==> src/sv/gpe_pkg.sv <==
package gpe_pkg;

    // Input command codes
    localparam logic [1:0] CMD_START = 2'd0;
    localparam logic [1:0] CMD_DATA  = 2'd1;
    localparam logic [1:0] CMD_TABLE = 2'd2;

    // Operation codes carried through the queue
    localparam logic [1:0] OP_START = 2'd0;
    localparam logic [1:0] OP_DATA  = 2'd1;
    localparam logic [1:0] OP_TABLE = 2'd2;

    // Configuration register indexes
    localparam logic [1:0] REG_PIXEL_FORMAT = 2'd0;
    localparam logic [1:0] REG_SOLID_BG     = 2'd1;
    localparam logic [1:0] REG_FRONT_COLOR  = 2'd2;
    localparam logic [1:0] REG_BACK_COLOR   = 2'd3;

    // Color table
    localparam int TABLE_DEPTH = 16;
    localparam int TABLE_IDX_W = $clog2(TABLE_DEPTH);

    // Bit select masks (one-bit and four-bit modes), last pixel index within a byte
    localparam logic [7:0] SEL_1BPP = 8'h80;
    localparam logic [7:0] SEL_4BPP = 8'hF0;
    localparam logic [2:0] LAST_IDX_1BPP = 3'd7;
    localparam logic [2:0] LAST_IDX_4BPP = 3'd1;

    // Command queue
    localparam int QUEUE_DEPTH = 4;
    localparam int QPTR_W      = $clog2(QUEUE_DEPTH);
    localparam int QCNT_W      = $clog2(QUEUE_DEPTH + 1);

    // Payload layout: start {x, y, width, rows}; data {.., byte}; table {.., index, color}
    localparam int PAYLOAD_W = 48;

    typedef struct packed {
        logic [1:0]           op;
        logic [PAYLOAD_W-1:0] data;
    } gpe_entry_t;

endpackage

==> src/sv/gpe_front.sv <==
module gpe_front
    import gpe_pkg::*;
(
    input  logic              in_valid,
    input  logic [1:0]        command,
    input  logic signed [15:0] origin_x,
    input  logic signed [15:0] origin_y,
    input  logic [7:0]        glyph_width,
    input  logic [7:0]        glyph_height,
    input  logic [7:0]        bitmap_byte,
    input  logic [3:0]        table_index,
    input  logic [15:0]       table_color,
    output logic              push,
    output gpe_entry_t        entry
);

    logic [7:0] rows;

    // Zero width means an empty glyph: no rows to draw
    assign rows = (glyph_width == 8'd0) ? 8'd0 : glyph_height;

    // Classify the command and pack its payload
    always_comb
    begin
        entry      = '0;
        push       = 1'b0;
        case (command)
            CMD_START:
            begin
                push       = in_valid;
                entry.op   = OP_START;
                entry.data = {origin_x, origin_y, glyph_width, rows};
            end
            CMD_DATA:
            begin
                push       = in_valid;
                entry.op   = OP_DATA;
                entry.data = {{(PAYLOAD_W-8){1'b0}}, bitmap_byte};
            end
            CMD_TABLE:
            begin
                push       = in_valid;
                entry.op   = OP_TABLE;
                entry.data = {{(PAYLOAD_W-20){1'b0}}, table_index, table_color};
            end
            default:
            begin
                // unknown command: transfer is taken and dropped
                push       = 1'b0;
            end
        endcase
    end

endmodule

==> src/sv/gpe_queue.sv <==
module gpe_queue
    import gpe_pkg::*;
(
    input  logic       clk,
    input  logic       rst_n,
    input  logic       push,
    input  gpe_entry_t push_entry,
    output logic       full,
    input  logic       pop,
    output logic       head_valid,
    output gpe_entry_t head
);

    gpe_entry_t        mem [QUEUE_DEPTH];
    logic [QPTR_W-1:0] wr_ptr_reg, wr_ptr_next;
    logic [QPTR_W-1:0] rd_ptr_reg, rd_ptr_next;
    logic [QCNT_W-1:0] count_reg, count_next;
    logic              do_push, do_pop;

    assign full       = (count_reg == QCNT_W'(QUEUE_DEPTH));
    assign head_valid = (count_reg != '0);
    assign head       = mem[rd_ptr_reg];
    assign do_push    = push && !full;
    assign do_pop     = pop && head_valid;

    // Pointer and count update
    always_comb
    begin
        wr_ptr_next = do_push ? wr_ptr_reg + 1'b1 : wr_ptr_reg;
        rd_ptr_next = do_pop ? rd_ptr_reg + 1'b1 : rd_ptr_reg;
        count_next  = count_reg;
        if (do_push && !do_pop)
        begin
            count_next = count_reg + 1'b1;
        end
        else if (do_pop && !do_push)
        begin
            count_next = count_reg - 1'b1;
        end
    end

    always_ff @(posedge clk or negedge rst_n)
    begin
        if (!rst_n)
        begin
            wr_ptr_reg <= '0;
            rd_ptr_reg <= '0;
            count_reg  <= '0;
        end
        else
        begin
            wr_ptr_reg <= wr_ptr_next;
            rd_ptr_reg <= rd_ptr_next;
            count_reg  <= count_next;
        end
    end

    // Storage
    always_ff @(posedge clk)
    begin
        if (do_push)
        begin
            mem[wr_ptr_reg] <= push_entry;
        end
    end

    // Occupancy never exceeds the depth
    a_count_bound: assert property (@(posedge clk) disable iff (!rst_n)
        count_reg <= QCNT_W'(QUEUE_DEPTH))
        else $error("queue count above depth");

    // A lone push grows the count by one
    a_push_count: assert property (@(posedge clk) disable iff (!rst_n)
        (do_push && !do_pop) |=> (count_reg == $past(count_reg) + 1'b1))
        else $error("queue count did not grow on push");

    // A lone pop shrinks the count by one
    a_pop_count: assert property (@(posedge clk) disable iff (!rst_n)
        (do_pop && !do_push) |=> (count_reg == $past(count_reg) - 1'b1))
        else $error("queue count did not shrink on pop");

endmodule

==> src/sv/gpe_back.sv <==
module gpe_back
    import gpe_pkg::*;
#(
    parameter int COLOR_BITS = 16
)
(
    input  logic               clk,
    input  logic               rst_n,
    input  logic               cfg_we,
    input  logic [1:0]         cfg_index,
    input  logic [15:0]        cfg_data,
    input  logic               head_valid,
    input  gpe_entry_t         head,
    output logic               pop,
    output logic               out_valid,
    input  logic               out_stall,
    output logic signed [15:0] pixel_x,
    output logic signed [15:0] pixel_y,
    output logic [15:0]        pixel_color,
    output logic               draw,
    output logic               last_pixel
);

    // Configuration registers
    logic                  pixel_format_reg;
    logic                  solid_bg_reg;
    logic [COLOR_BITS-1:0] front_color_reg;
    logic [COLOR_BITS-1:0] back_color_reg;

    // Glyph walk state
    logic [15:0] left_col_reg, left_col_next;
    logic [15:0] row_reg, row_next;
    logic [7:0]  col_cnt_reg, col_cnt_next;
    logic [7:0]  rows_left_reg, rows_left_next;
    logic [7:0]  width_reg, width_next;
    logic [2:0]  pix_idx_reg, pix_idx_next;

    logic [COLOR_BITS-1:0] color_table [TABLE_DEPTH];

    // Output register
    logic               out_valid_reg, out_valid_next;
    logic signed [15:0] pixel_x_reg;
    logic signed [15:0] pixel_y_reg;
    logic [15:0]        pixel_color_reg;
    logic               draw_reg;
    logic               last_reg;

    logic                   out_free;
    logic                   is_data;
    logic                   glyph_active;
    logic                   emit;
    logic [7:0]             byte_val;
    logic [TABLE_IDX_W-1:0] pix_val;
    logic [COLOR_BITS-1:0]  table_rd;
    logic [COLOR_BITS-1:0]  pix_color;
    logic                   pix_draw;
    logic                   col_end;
    logic                   glyph_end;
    logic                   byte_end;
    logic [8:0]             col_plus;

    // Configuration writes
    always_ff @(posedge clk or negedge rst_n)
    begin
        if (!rst_n)
        begin
            pixel_format_reg <= 1'b0;
            solid_bg_reg     <= 1'b1;
            front_color_reg  <= COLOR_BITS'(16'hFFFF);
            back_color_reg   <= '0;
        end
        else if (cfg_we)
        begin
            case (cfg_index)
                REG_PIXEL_FORMAT: pixel_format_reg <= cfg_data[0];
                REG_SOLID_BG:     solid_bg_reg     <= cfg_data[0];
                REG_FRONT_COLOR:  front_color_reg  <= COLOR_BITS'(cfg_data);
                REG_BACK_COLOR:   back_color_reg   <= COLOR_BITS'(cfg_data);
                default:          ;
            endcase
        end
    end

    // Pixel extraction from the head byte, MSB first
    assign byte_val = head.data[7:0];
    always_comb
    begin
        if (pixel_format_reg)
        begin
            pix_val = pix_idx_reg[0] ? byte_val[3:0] : byte_val[7:4];
        end
        else
        begin
            pix_val = {{(TABLE_IDX_W-1){1'b0}}, byte_val[~pix_idx_reg]};
        end
    end

    // Color selection; in four-bit mode with a solid background a zero value reads table entry zero
    assign table_rd = color_table[pix_val];
    always_comb
    begin
        pix_color = '0;
        pix_draw  = 1'b0;
        if (pix_val != '0)
        begin
            pix_color = pixel_format_reg ? table_rd : front_color_reg;
            pix_draw  = 1'b1;
        end
        else if (solid_bg_reg)
        begin
            pix_color = pixel_format_reg ? table_rd : back_color_reg;
            pix_draw  = 1'b1;
        end
    end

    // Row and glyph end detection
    assign col_plus     = {1'b0, col_cnt_reg} + 9'd1;
    assign col_end      = (col_plus >= {1'b0, width_reg});
    assign glyph_end    = (rows_left_reg == 8'd1) && col_end;
    assign byte_end     = (pix_idx_reg == (pixel_format_reg ? LAST_IDX_4BPP : LAST_IDX_1BPP));
    assign glyph_active = (rows_left_reg != 8'd0);

    // Issue control
    assign out_free = !out_valid_reg || !out_stall;
    assign is_data  = head_valid && (head.op == OP_DATA);
    assign emit     = is_data && glyph_active && out_free;
    assign pop      = head_valid
                   && ((head.op != OP_DATA) || !glyph_active
                       || (emit && (byte_end || glyph_end)));

    // Walk state next values
    always_comb
    begin
        left_col_next  = left_col_reg;
        row_next       = row_reg;
        col_cnt_next   = col_cnt_reg;
        rows_left_next = rows_left_reg;
        width_next     = width_reg;
        pix_idx_next   = pix_idx_reg;
        if (emit)
        begin
            if (col_end)
            begin
                col_cnt_next   = 8'd0;
                row_next       = row_reg + 16'd1;
                rows_left_next = rows_left_reg - 8'd1;
            end
            else
            begin
                col_cnt_next = col_plus[7:0];
            end
            pix_idx_next = pix_idx_reg + 3'd1;
        end
        else if (head_valid && (head.op == OP_START))
        begin
            left_col_next  = head.data[47:32];
            row_next       = head.data[31:16];
            width_next     = head.data[15:8];
            rows_left_next = head.data[7:0];
            col_cnt_next   = 8'd0;
        end
        if (pop)
        begin
            pix_idx_next = 3'd0;
        end
    end

    always_ff @(posedge clk or negedge rst_n)
    begin
        if (!rst_n)
        begin
            left_col_reg  <= '0;
            row_reg       <= '0;
            col_cnt_reg   <= '0;
            rows_left_reg <= '0;
            width_reg     <= '0;
            pix_idx_reg   <= '0;
            out_valid_reg <= 1'b0;
        end
        else
        begin
            left_col_reg  <= left_col_next;
            row_reg       <= row_next;
            col_cnt_reg   <= col_cnt_next;
            rows_left_reg <= rows_left_next;
            width_reg     <= width_next;
            pix_idx_reg   <= pix_idx_next;
            out_valid_reg <= out_valid_next;
        end
    end

    // Color table writes
    always_ff @(posedge clk)
    begin
        if (head_valid && (head.op == OP_TABLE))
        begin
            color_table[head.data[19:16]] <= COLOR_BITS'(head.data[15:0]);
        end
    end

    // Output register
    assign out_valid_next = emit || (out_valid_reg && out_stall);

    always_ff @(posedge clk)
    begin
        if (emit)
        begin
            pixel_x_reg     <= left_col_reg + {8'd0, col_cnt_reg};
            pixel_y_reg     <= row_reg;
            pixel_color_reg <= 16'(pix_color);
            draw_reg        <= pix_draw;
            last_reg        <= glyph_end;
        end
    end

    assign out_valid   = out_valid_reg;
    assign pixel_x     = pixel_x_reg;
    assign pixel_y     = pixel_y_reg;
    assign pixel_color = pixel_color_reg;
    assign draw        = draw_reg;
    assign last_pixel  = last_reg;

    // A new pixel only comes from a data byte at the queue head
    a_emit_source: assert property (@(posedge clk) disable iff (!rst_n)
        $rose(out_valid_reg) |-> $past(head_valid && (head.op == OP_DATA)))
        else $error("pixel issued without a data byte");

    // Issuing the final pixel closes the glyph
    a_last_closes: assert property (@(posedge clk) disable iff (!rst_n)
        (emit && glyph_end) |=> (rows_left_reg == 8'd0))
        else $error("glyph still active after last pixel");

    // Within a byte the pixel index steps by one
    a_idx_step: assert property (@(posedge clk) disable iff (!rst_n)
        (emit && !pop) |=> (pix_idx_reg == $past(pix_idx_reg) + 3'd1))
        else $error("pixel index did not advance");

    // A byte is retired whenever its final pixel is issued
    a_byte_retire: assert property (@(posedge clk) disable iff (!rst_n)
        (emit && byte_end) |-> pop)
        else $error("data byte not retired at its end");

endmodule

==> src/sv/glyph_pixel_expander_unit.sv <==
// A data byte transfer into an empty queue is written into the command queue, then its
// first pixel is registered into the pixel output register, from which it can transfer out.
// Throughput: one pixel per cycle while out_stall is low, up to eight pixels per byte in
// one-bit mode and two in four-bit mode; start, table write and ignored bytes retire
// without pixels. The single-entry pixel output register sets this rate; a 4-entry
// command queue sits ahead of it. Reset (rst_n, async low) resets config, glyph state
// and queue; the color table is not cleared.
module glyph_pixel_expander_unit
    import gpe_pkg::*;
#(
    parameter int COLOR_BITS = 16
)
(
    input  logic               clk,
    input  logic               rst_n,
    input  logic               cfg_we,
    input  logic [1:0]         cfg_index,
    input  logic [15:0]        cfg_data,
    input  logic               in_valid,
    output logic               in_stall,
    input  logic [1:0]         command,
    input  logic signed [15:0] origin_x,
    input  logic signed [15:0] origin_y,
    input  logic [7:0]         glyph_width,
    input  logic [7:0]         glyph_height,
    input  logic [7:0]         bitmap_byte,
    input  logic [3:0]         table_index,
    input  logic [15:0]        table_color,
    output logic               out_valid,
    input  logic               out_stall,
    output logic signed [15:0] pixel_x,
    output logic signed [15:0] pixel_y,
    output logic [15:0]        pixel_color,
    output logic               draw,
    output logic               last_pixel
);

    logic       push;
    gpe_entry_t push_entry;
    logic       queue_full;
    logic       pop;
    logic       head_valid;
    gpe_entry_t head;

    assign in_stall = queue_full;

    // Command classification
    gpe_front u_front (
        .in_valid     (in_valid),
        .command      (command),
        .origin_x     (origin_x),
        .origin_y     (origin_y),
        .glyph_width  (glyph_width),
        .glyph_height (glyph_height),
        .bitmap_byte  (bitmap_byte),
        .table_index  (table_index),
        .table_color  (table_color),
        .push         (push),
        .entry        (push_entry)
    );

    // Command queue
    gpe_queue u_queue (
        .clk        (clk),
        .rst_n      (rst_n),
        .push       (push),
        .push_entry (push_entry),
        .full       (queue_full),
        .pop        (pop),
        .head_valid (head_valid),
        .head       (head)
    );

    // Pixel expansion
    gpe_back #(
        .COLOR_BITS (COLOR_BITS)
    ) u_back (
        .clk         (clk),
        .rst_n       (rst_n),
        .cfg_we      (cfg_we),
        .cfg_index   (cfg_index),
        .cfg_data    (cfg_data),
        .head_valid  (head_valid),
        .head        (head),
        .pop         (pop),
        .out_valid   (out_valid),
        .out_stall   (out_stall),
        .pixel_x     (pixel_x),
        .pixel_y     (pixel_y),
        .pixel_color (pixel_color),
        .draw        (draw),
        .last_pixel  (last_pixel)
    );

endmodule

==> config.mk <==
export PLATFORM = sky130hd
export DESIGN_NAME = glyph_pixel_expander_unit
export DESIGN_NICKNAME = d
export VERILOG_FILES = /design/src/sv/gpe_pkg.sv /design/src/sv/gpe_front.sv /design/src/sv/gpe_queue.sv /design/src/sv/gpe_back.sv /design/src/sv/glyph_pixel_expander_unit.sv
export SDC_FILE = /design/constraint.sdc
export NUM_CORES = 1
export LEC_CHECK = 0
export ABC_AREA = 0
export CORE_UTILIZATION = 56
export CTS_CLUSTER_DIAMETER = 100
export DETAILED_ROUTE_END_ITERATION = 10
export DONT_BUFFER_PORTS = 1
export MAX_ROUTING_LAYER = met4
export PLACE_DENSITY = 0.83
export SYNTH_ARGS = -nofsm -noshare
export SYNTH_HDL_FRONTEND = slang
export SYNTH_SLANG_ARGS = --single-unit
==> constraint.sdc <==
create_clock -name clk -period 4 [get_ports clk]
set_input_delay 0.8 -clock clk [delete_from_list [all_inputs] [get_ports clk]]
set_output_delay 0.8 -clock clk [all_outputs]
set_load 0.02 [all_outputs]
==> metrics, run 1 <==
final WL 60300 µm; crit end category flop; # H-tree levels 2; pre-CTS setup slack 0.335 ns; unrepaired setup endpoints after global routing false; DR DRC count 0; clk buf depth 3; Worst Setup Slack, final 0.315 ns; Worst EP required 4.56 ns; CTS clk-pin slew, worst paths 0.07 ns; Die Width 217 µm; # nets final 1915; number of global-route vias before repair 15940; Rel. slew slack 12.2%; Hold Vio Cnt, Final 0; setup violators final 0; top_reg_cell synth edfxtp_1; Overall Global Routing Usage 26.8%; Post-Syn Area 25800 µm²; Vias per Instance 6.42; max reg flops 256; port buffer count 0; Hold Path Class in -> async; Seq/Total Area, Yosys 68.8%; syn avg cell area 14.7 µm²; Post-synth EDFFs 506; die area 46900 µm²; Non-Filler Instances 2436; Synth Warn # 0; clk_lat worst skew 0.65 ns; worst-margin pin slew 1.31 ns; total CTS buffers 58; Max Cap Viol 0; Peak VDD IR 0.482 mV; max-slew violations 0; Layout area overhead 11.3%; Final min period 3.68 ns; routed len/inst 24.7 µm; synthesized net count 1887; largest net degree at the start of global routing 85; RePlAce Congestion 0.880; Post-Syn Instances 1757; initial antenna violation count 2; pwr dens 821 nW/µm²; CORE AREA 45400 µm²; final setup skew 0.0301 ns; Crit Path Category reg -> reg; most frequent cells in the layout edfxtp_1 (506), nand2_1 (264), nor2_1 (85), dfrtp_1 (82), mux4_2 (66); CP startpoint kind flop; Detailed Place HPWL 37500 µm; height of the die 217 µm; Total Power 23.6 mW; post-route setup TNS 0 ns; crit path DAT 4.24 ns; Synth cell types 69; Post-CTS Setup Inserts 0; Filler Cells Inserted 3057; CP Max Fanout 7; share of layout cells above drive strength 1 16.8%; first-pass GRT wire length 92200 µm; post-route ant nets 0; Leak 10.2 nW; CTS sink cnt 607; number of synthesized register bits 607; Root Buffer clkbuf_16; Rows 78; status finished, final reports clean; Vias 15639; Starting Density 56.8%; Overflow after GRT 0; Iter 0 DRT Violations 1948; ys async rst share 16.6%; I/O pin count 153; highest attainable clock frequency 271 MHz; CTS tree built; Placed Cells 2322; fin crit share 92.1%; TritonRoute pass-1 iters 6; most common cell after layout, fill and taps aside edfxtp_1
[synthesized netlist by cell type (all sizes together), types with 4 or more instances]
library cell | instances | area, µm²
a22oi | 9 | 67.6
nor2 | 87 | 329
a2bb2oi | 7 | 67.6
a21o | 4 | 30.0
a222oi | 8 | 80.1
a221oi | 6 | 52.6
mux2 | 55 | 619
o31ai | 5 | 37.5
nor3 | 18 | 95.1
a21oi | 42 | 210
a31oi | 13 | 81.3
dfrtp | 84 | 2100
a311oi | 13 | 114
o21ai | 48 | 244
nand2 | 264 | 991
o32ai | 5 | 43.8
a22o | 6 | 52.6
buf | 47 | 257
xor2 | 12 | 105
o311ai | 5 | 43.8
nand4 | 11 | 68.8
mux2i | 57 | 583
o211ai | 23 | 173
nor2b | 5 | 31.3
a211oi | 16 | 120
edfxtp | 506 | 15200
nand2b | 10 | 62.6
and3 | 17 | 106
dfstp | 17 | 447
nand3 | 63 | 315
ha | 27 | 338
a311o | 5 | 50.1
o221ai | 14 | 123
clkbuf | 44 | 165
inv | 39 | 146
xnor2 | 14 | 123
and2 | 42 | 263
mux4 | 66 | 1490
and3b | 5 | 43.8
nor4 | 7 | 43.8
[final timing paths]
check,from,to,slack [ns],cells past startpoint
min in group clk,cfg_data[7],u_back.back_color_reg[7],0.32,1
min reg2reg,u_back.left_col_reg[6],u_back.left_col_reg[6],0.49,2
min,rst_n,u_back.back_color_reg[0],0.08,1
max in group asynchronous,rst_n,u_back.front_color_reg[9],2.87,1
max reg2reg,u_back.col_cnt_reg[0],u_queue.count_reg[2],0.32,15
max,u_back.col_cnt_reg[0],u_queue.count_reg[2],0.32,15
[routing by layer]
layer	vias to the layer above	share of wire (%)	track usage, %
met5	-	0	-
met4	0	2.9	9.60
met3	136	11	4.98
met2	992	49	43.5
met1	7763	37	33.9
li1	6748	-	-
[through the flow]
step	util [%]	hold slack (ns)	area (µm²)
floorplan	-	0.423	25800
global placement	58.6	0.469	26600
detailed placement	58.6	0.475	26600
CTS	63.2	0.0896	28700
global route	63.2	0.102	28700
finish	63.2	0.0762	28700
[kinds of logic (layout without fill, tap and decap cells)]
logic type / count (synthesis) / in the layout / synth area share [%]
flip-flops: 607 / 607 / 68.8
AND/OR/NAND/NOR: 540 / 540 / 9.43
AO/OA/AOI/OAI: 247 / 247 / 6.74
multiplexers: 178 / 178 / 10.4
buffers and inverters: 130 / 207 / 2.20
adder cells (fa/ha/maj): 29 / 29 / 1.47
XOR/XNOR: 26 / 26 / 0.884
other: 0 / 2 / 0
[worst max-delay path: stages, from the launching register on]
cell     delay, ns
dfrtp_1       0.47
ha_1          0.25
nand3_1       0.12
xnor2_1       0.17
ha_1          0.32
nand2_1       0.05
o21ai_0       0.17
a21oi_1       0.18
o31ai_2       0.40
o21a_1        0.30
inv_1         0.08
ha_1          0.24
fa_1          0.41
xnor2_1       0.14
nor2_1        0.14
xor2_1        0.17
[cell type report]
cell class	instances	area, µm²	area share, %
sequential	607	17700	61.9
antenna	2	5.00	0.0174
clock inverter	36	429	1.50
clock buffer	73	1610	5.63
multi-input combinational	1020	7510	26.2
tap	600	751	2.62
inverter	39	146	0.510
timing repair buffer	59	480	1.67
[timing repair]
action | CTS | global route
gates resized for setup | 0 | 1
endpoints found under the setup margin | 0 | 1
hold endpoints to repair | 84 | 0
hold buffers | 3 | 0
[power breakdown]
group	switching (mW)	internal, mW	leakage (nW)	total [mW]
sequential	1.06	8.78	5.82	9.84
clock	2.43	3.28	0.985	5.71
combinational	5.18	2.83	3.37	8.00
total	8.66	14.9	10.2	23.6
Note: power is estimated with default switching activity, not from simulation.
==> inputs of run 2 (changes only) <==
CORE_MARGIN = 2   (was default)
==> run 2 against run 1 <==
Effect of this change: count of clock-buffer cells in the layout unchanged; utilization grew 0.061 points; sequential power is 0.4% higher; combinational power increased by 2%; maximum frequency down 1.0%; critical path depth unchanged; critical endpoint unchanged; register-to-register slack lost 0.04 ns; setup slack worse by 0.038 ns; flip-flop and latch count unchanged; global-route usage is 0.075 points higher; critical path type unchanged; final area barely moved; highest routed layer unchanged; die area rose by 1.9%.
==> metrics, run 2 (synthesis results as in run 1) <==
Starting Density 56.8%; Crit Path Category reg -> reg; height of the die 219 µm; die area 47800 µm²; total CTS buffers 59; Rows 78; Vias per Instance 6.59; CTS tree built; status finished, final reports clean; Layout area overhead 11.4%; post-route ant nets 0; worst-margin pin slew 1.36 ns; Die Width 219 µm; Clk pwr share 24.2%; number of global-route vias before repair 15804; clk buf depth 3; port buffer count 0; share of layout cells above drive strength 1 16.8%; P_sw 8.83 mW; setup violators final 0; max reg flops 256; Internal 15.0 mW; clk_lat worst skew 0.64 ns; # nets final 1916; Sequential Power Share 41.4%; I/O pin count 153; Rel. slew slack 9.29%; routed len/inst 25.5 µm; Leak 10.2 nW; Hold Vio Cnt, Final 0; Overall Global Routing Usage 26.8%; Post-CTS Setup Inserts 0; CTS sink cnt 607; unrepaired setup endpoints after global routing false; Detailed Place HPWL 38700 µm; final WL 62200 µm; Comb power frac 34.4%; largest net degree at the start of global routing 85; Root Buffer clkbuf_16; Hold Path Class in -> async; Total Power 23.8 mW; Peak VDD IR 0.493 mV; # H-tree levels 2; CP Max Fanout 7; Vias 16069; most common cell after layout, fill and taps aside edfxtp_1; post-route setup TNS 0 ns; final setup skew 0.0210 ns; TritonRoute pass-1 iters 7; Filler Cells Inserted 3043; Overflow after GRT 0; register area 17700 µm²; switching share of total power 37.0%; pwr dens 830 nW/µm²; DR DRC count 0; CORE AREA 45400 µm²; Final min period 3.72 ns; RePlAce Congestion 0.864; initial antenna violation count 1; highest attainable clock frequency 269 MHz; Max Cap Viol 0; Iter 0 DRT Violations 2494; Worst EP required 4.52 ns; max-slew violations 0; most frequent cells in the layout edfxtp_1 (506), nand2_1 (264), nor2_1 (85), dfrtp_1 (82), mux4_2 (66); CTS clk-pin slew, worst paths 0.06 ns; CP startpoint kind flop; Multi-input gate area 7510 µm²; first-pass GRT wire length 93700 µm; fin crit share 93.1%; crit end category flop; crit path DAT 4.24 ns
run 2: cell types whose count changed in the layout (fill, tap and decap cells not counted), moves of 3 or more:
cell / before / now
buf_12: 1 / 4
buf_4: 55 / 52
clkbuf_1: 6 / 9
clkinv_16: 3 / 0
clkinv_2: 9 / 12
run 2: area by class of cell:
type,count,share of cell area (%)
antenna,1,0.00871
clock buffer,73,5.54
timing repair buffer,59,1.80
tap,600,2.61
multi-input combinational,1020,26.2
sequential,607,61.8
clock inverter,38,1.55
inverter,39,0.510
run 2: worst max-delay path, stage by stage (launching register included):
cell	delay [ns]
dfrtp_1	0.47
ha_1	0.25
nand3_1	0.13
xnor2_1	0.19
ha_1	0.31
nand2_1	0.05
o21ai_0	0.16
a21oi_1	0.17
o31ai_2	0.42
o21a_1	0.31
inv_1	0.08
ha_1	0.23
fa_1	0.40
xnor2_1	0.22
nor2_1	0.08
xor2_1	0.14
run 2: what timing repair did:
action                                  in CTS  in global routing
hold buffers                                 3                  0
endpoints found under the hold margin       84                  0
resized for setup                            0                  1
endpoints found under the setup margin       0                  1
run 2: routing by layer:
| metal | track usage [%] | vias up | share of wire [%] |
|---|---|---|---|
| met2 | 42.5 | 1175 | 48 |
| met4 | 10.0 | 0 | 3.5 |
| met3 | 5.11 | 194 | 11 |
| met5 | - | - | 0 |
| li1 | - | 6772 | - |
| met1 | 34.8 | 7928 | 37 |
run 2: worst paths after layout:
path,start,to,slack [ns],depth (start not counted)
min in group clk,cfg_data[0],u_back.pixel_format_reg,0.31,2
hold / removal,rst_n,u_back.front_color_reg[8],0.02,0
setup reg to reg,u_back.col_cnt_reg[0],u_queue.count_reg[2],0.28,15
setup / recovery,u_back.col_cnt_reg[0],u_queue.count_reg[2],0.28,15
max in group asynchronous,rst_n,u_back.front_color_reg[2],2.99,1
hold reg to reg,u_back.left_col_reg[7],u_back.left_col_reg[7],0.49,2
run 2: through the flow:
stage          std cells  setup WS, ns  hold WS [ns]  area, µm²  utilization [%]
2_1_floorplan       1757         0.881         0.423      25800                -
3_3_place_gp        2322         0.434         0.468      26600             58.7
5_1_grt             2437        0.0578       0.00360      28700             63.3
6_report            2437         0.277        0.0233      28700             63.3
3_5_place_dp        2322         0.303         0.477      26600             58.7
4_1_cts             2436         0.216       0.00232      28700             63.3
run 2: power by group through the flow:
stage / logic [mW] / registers (mW) / clock network, mW
floorplan: 5.71 / 9.53 / 0
global placement: 7.56 / 9.87 / 0
detailed placement: 7.85 / 9.94 / 0
CTS: 8.04 / 9.85 / 5.81
global route: 8.77 / 9.97 / 6.06
finish: 8.19 / 9.88 / 5.78
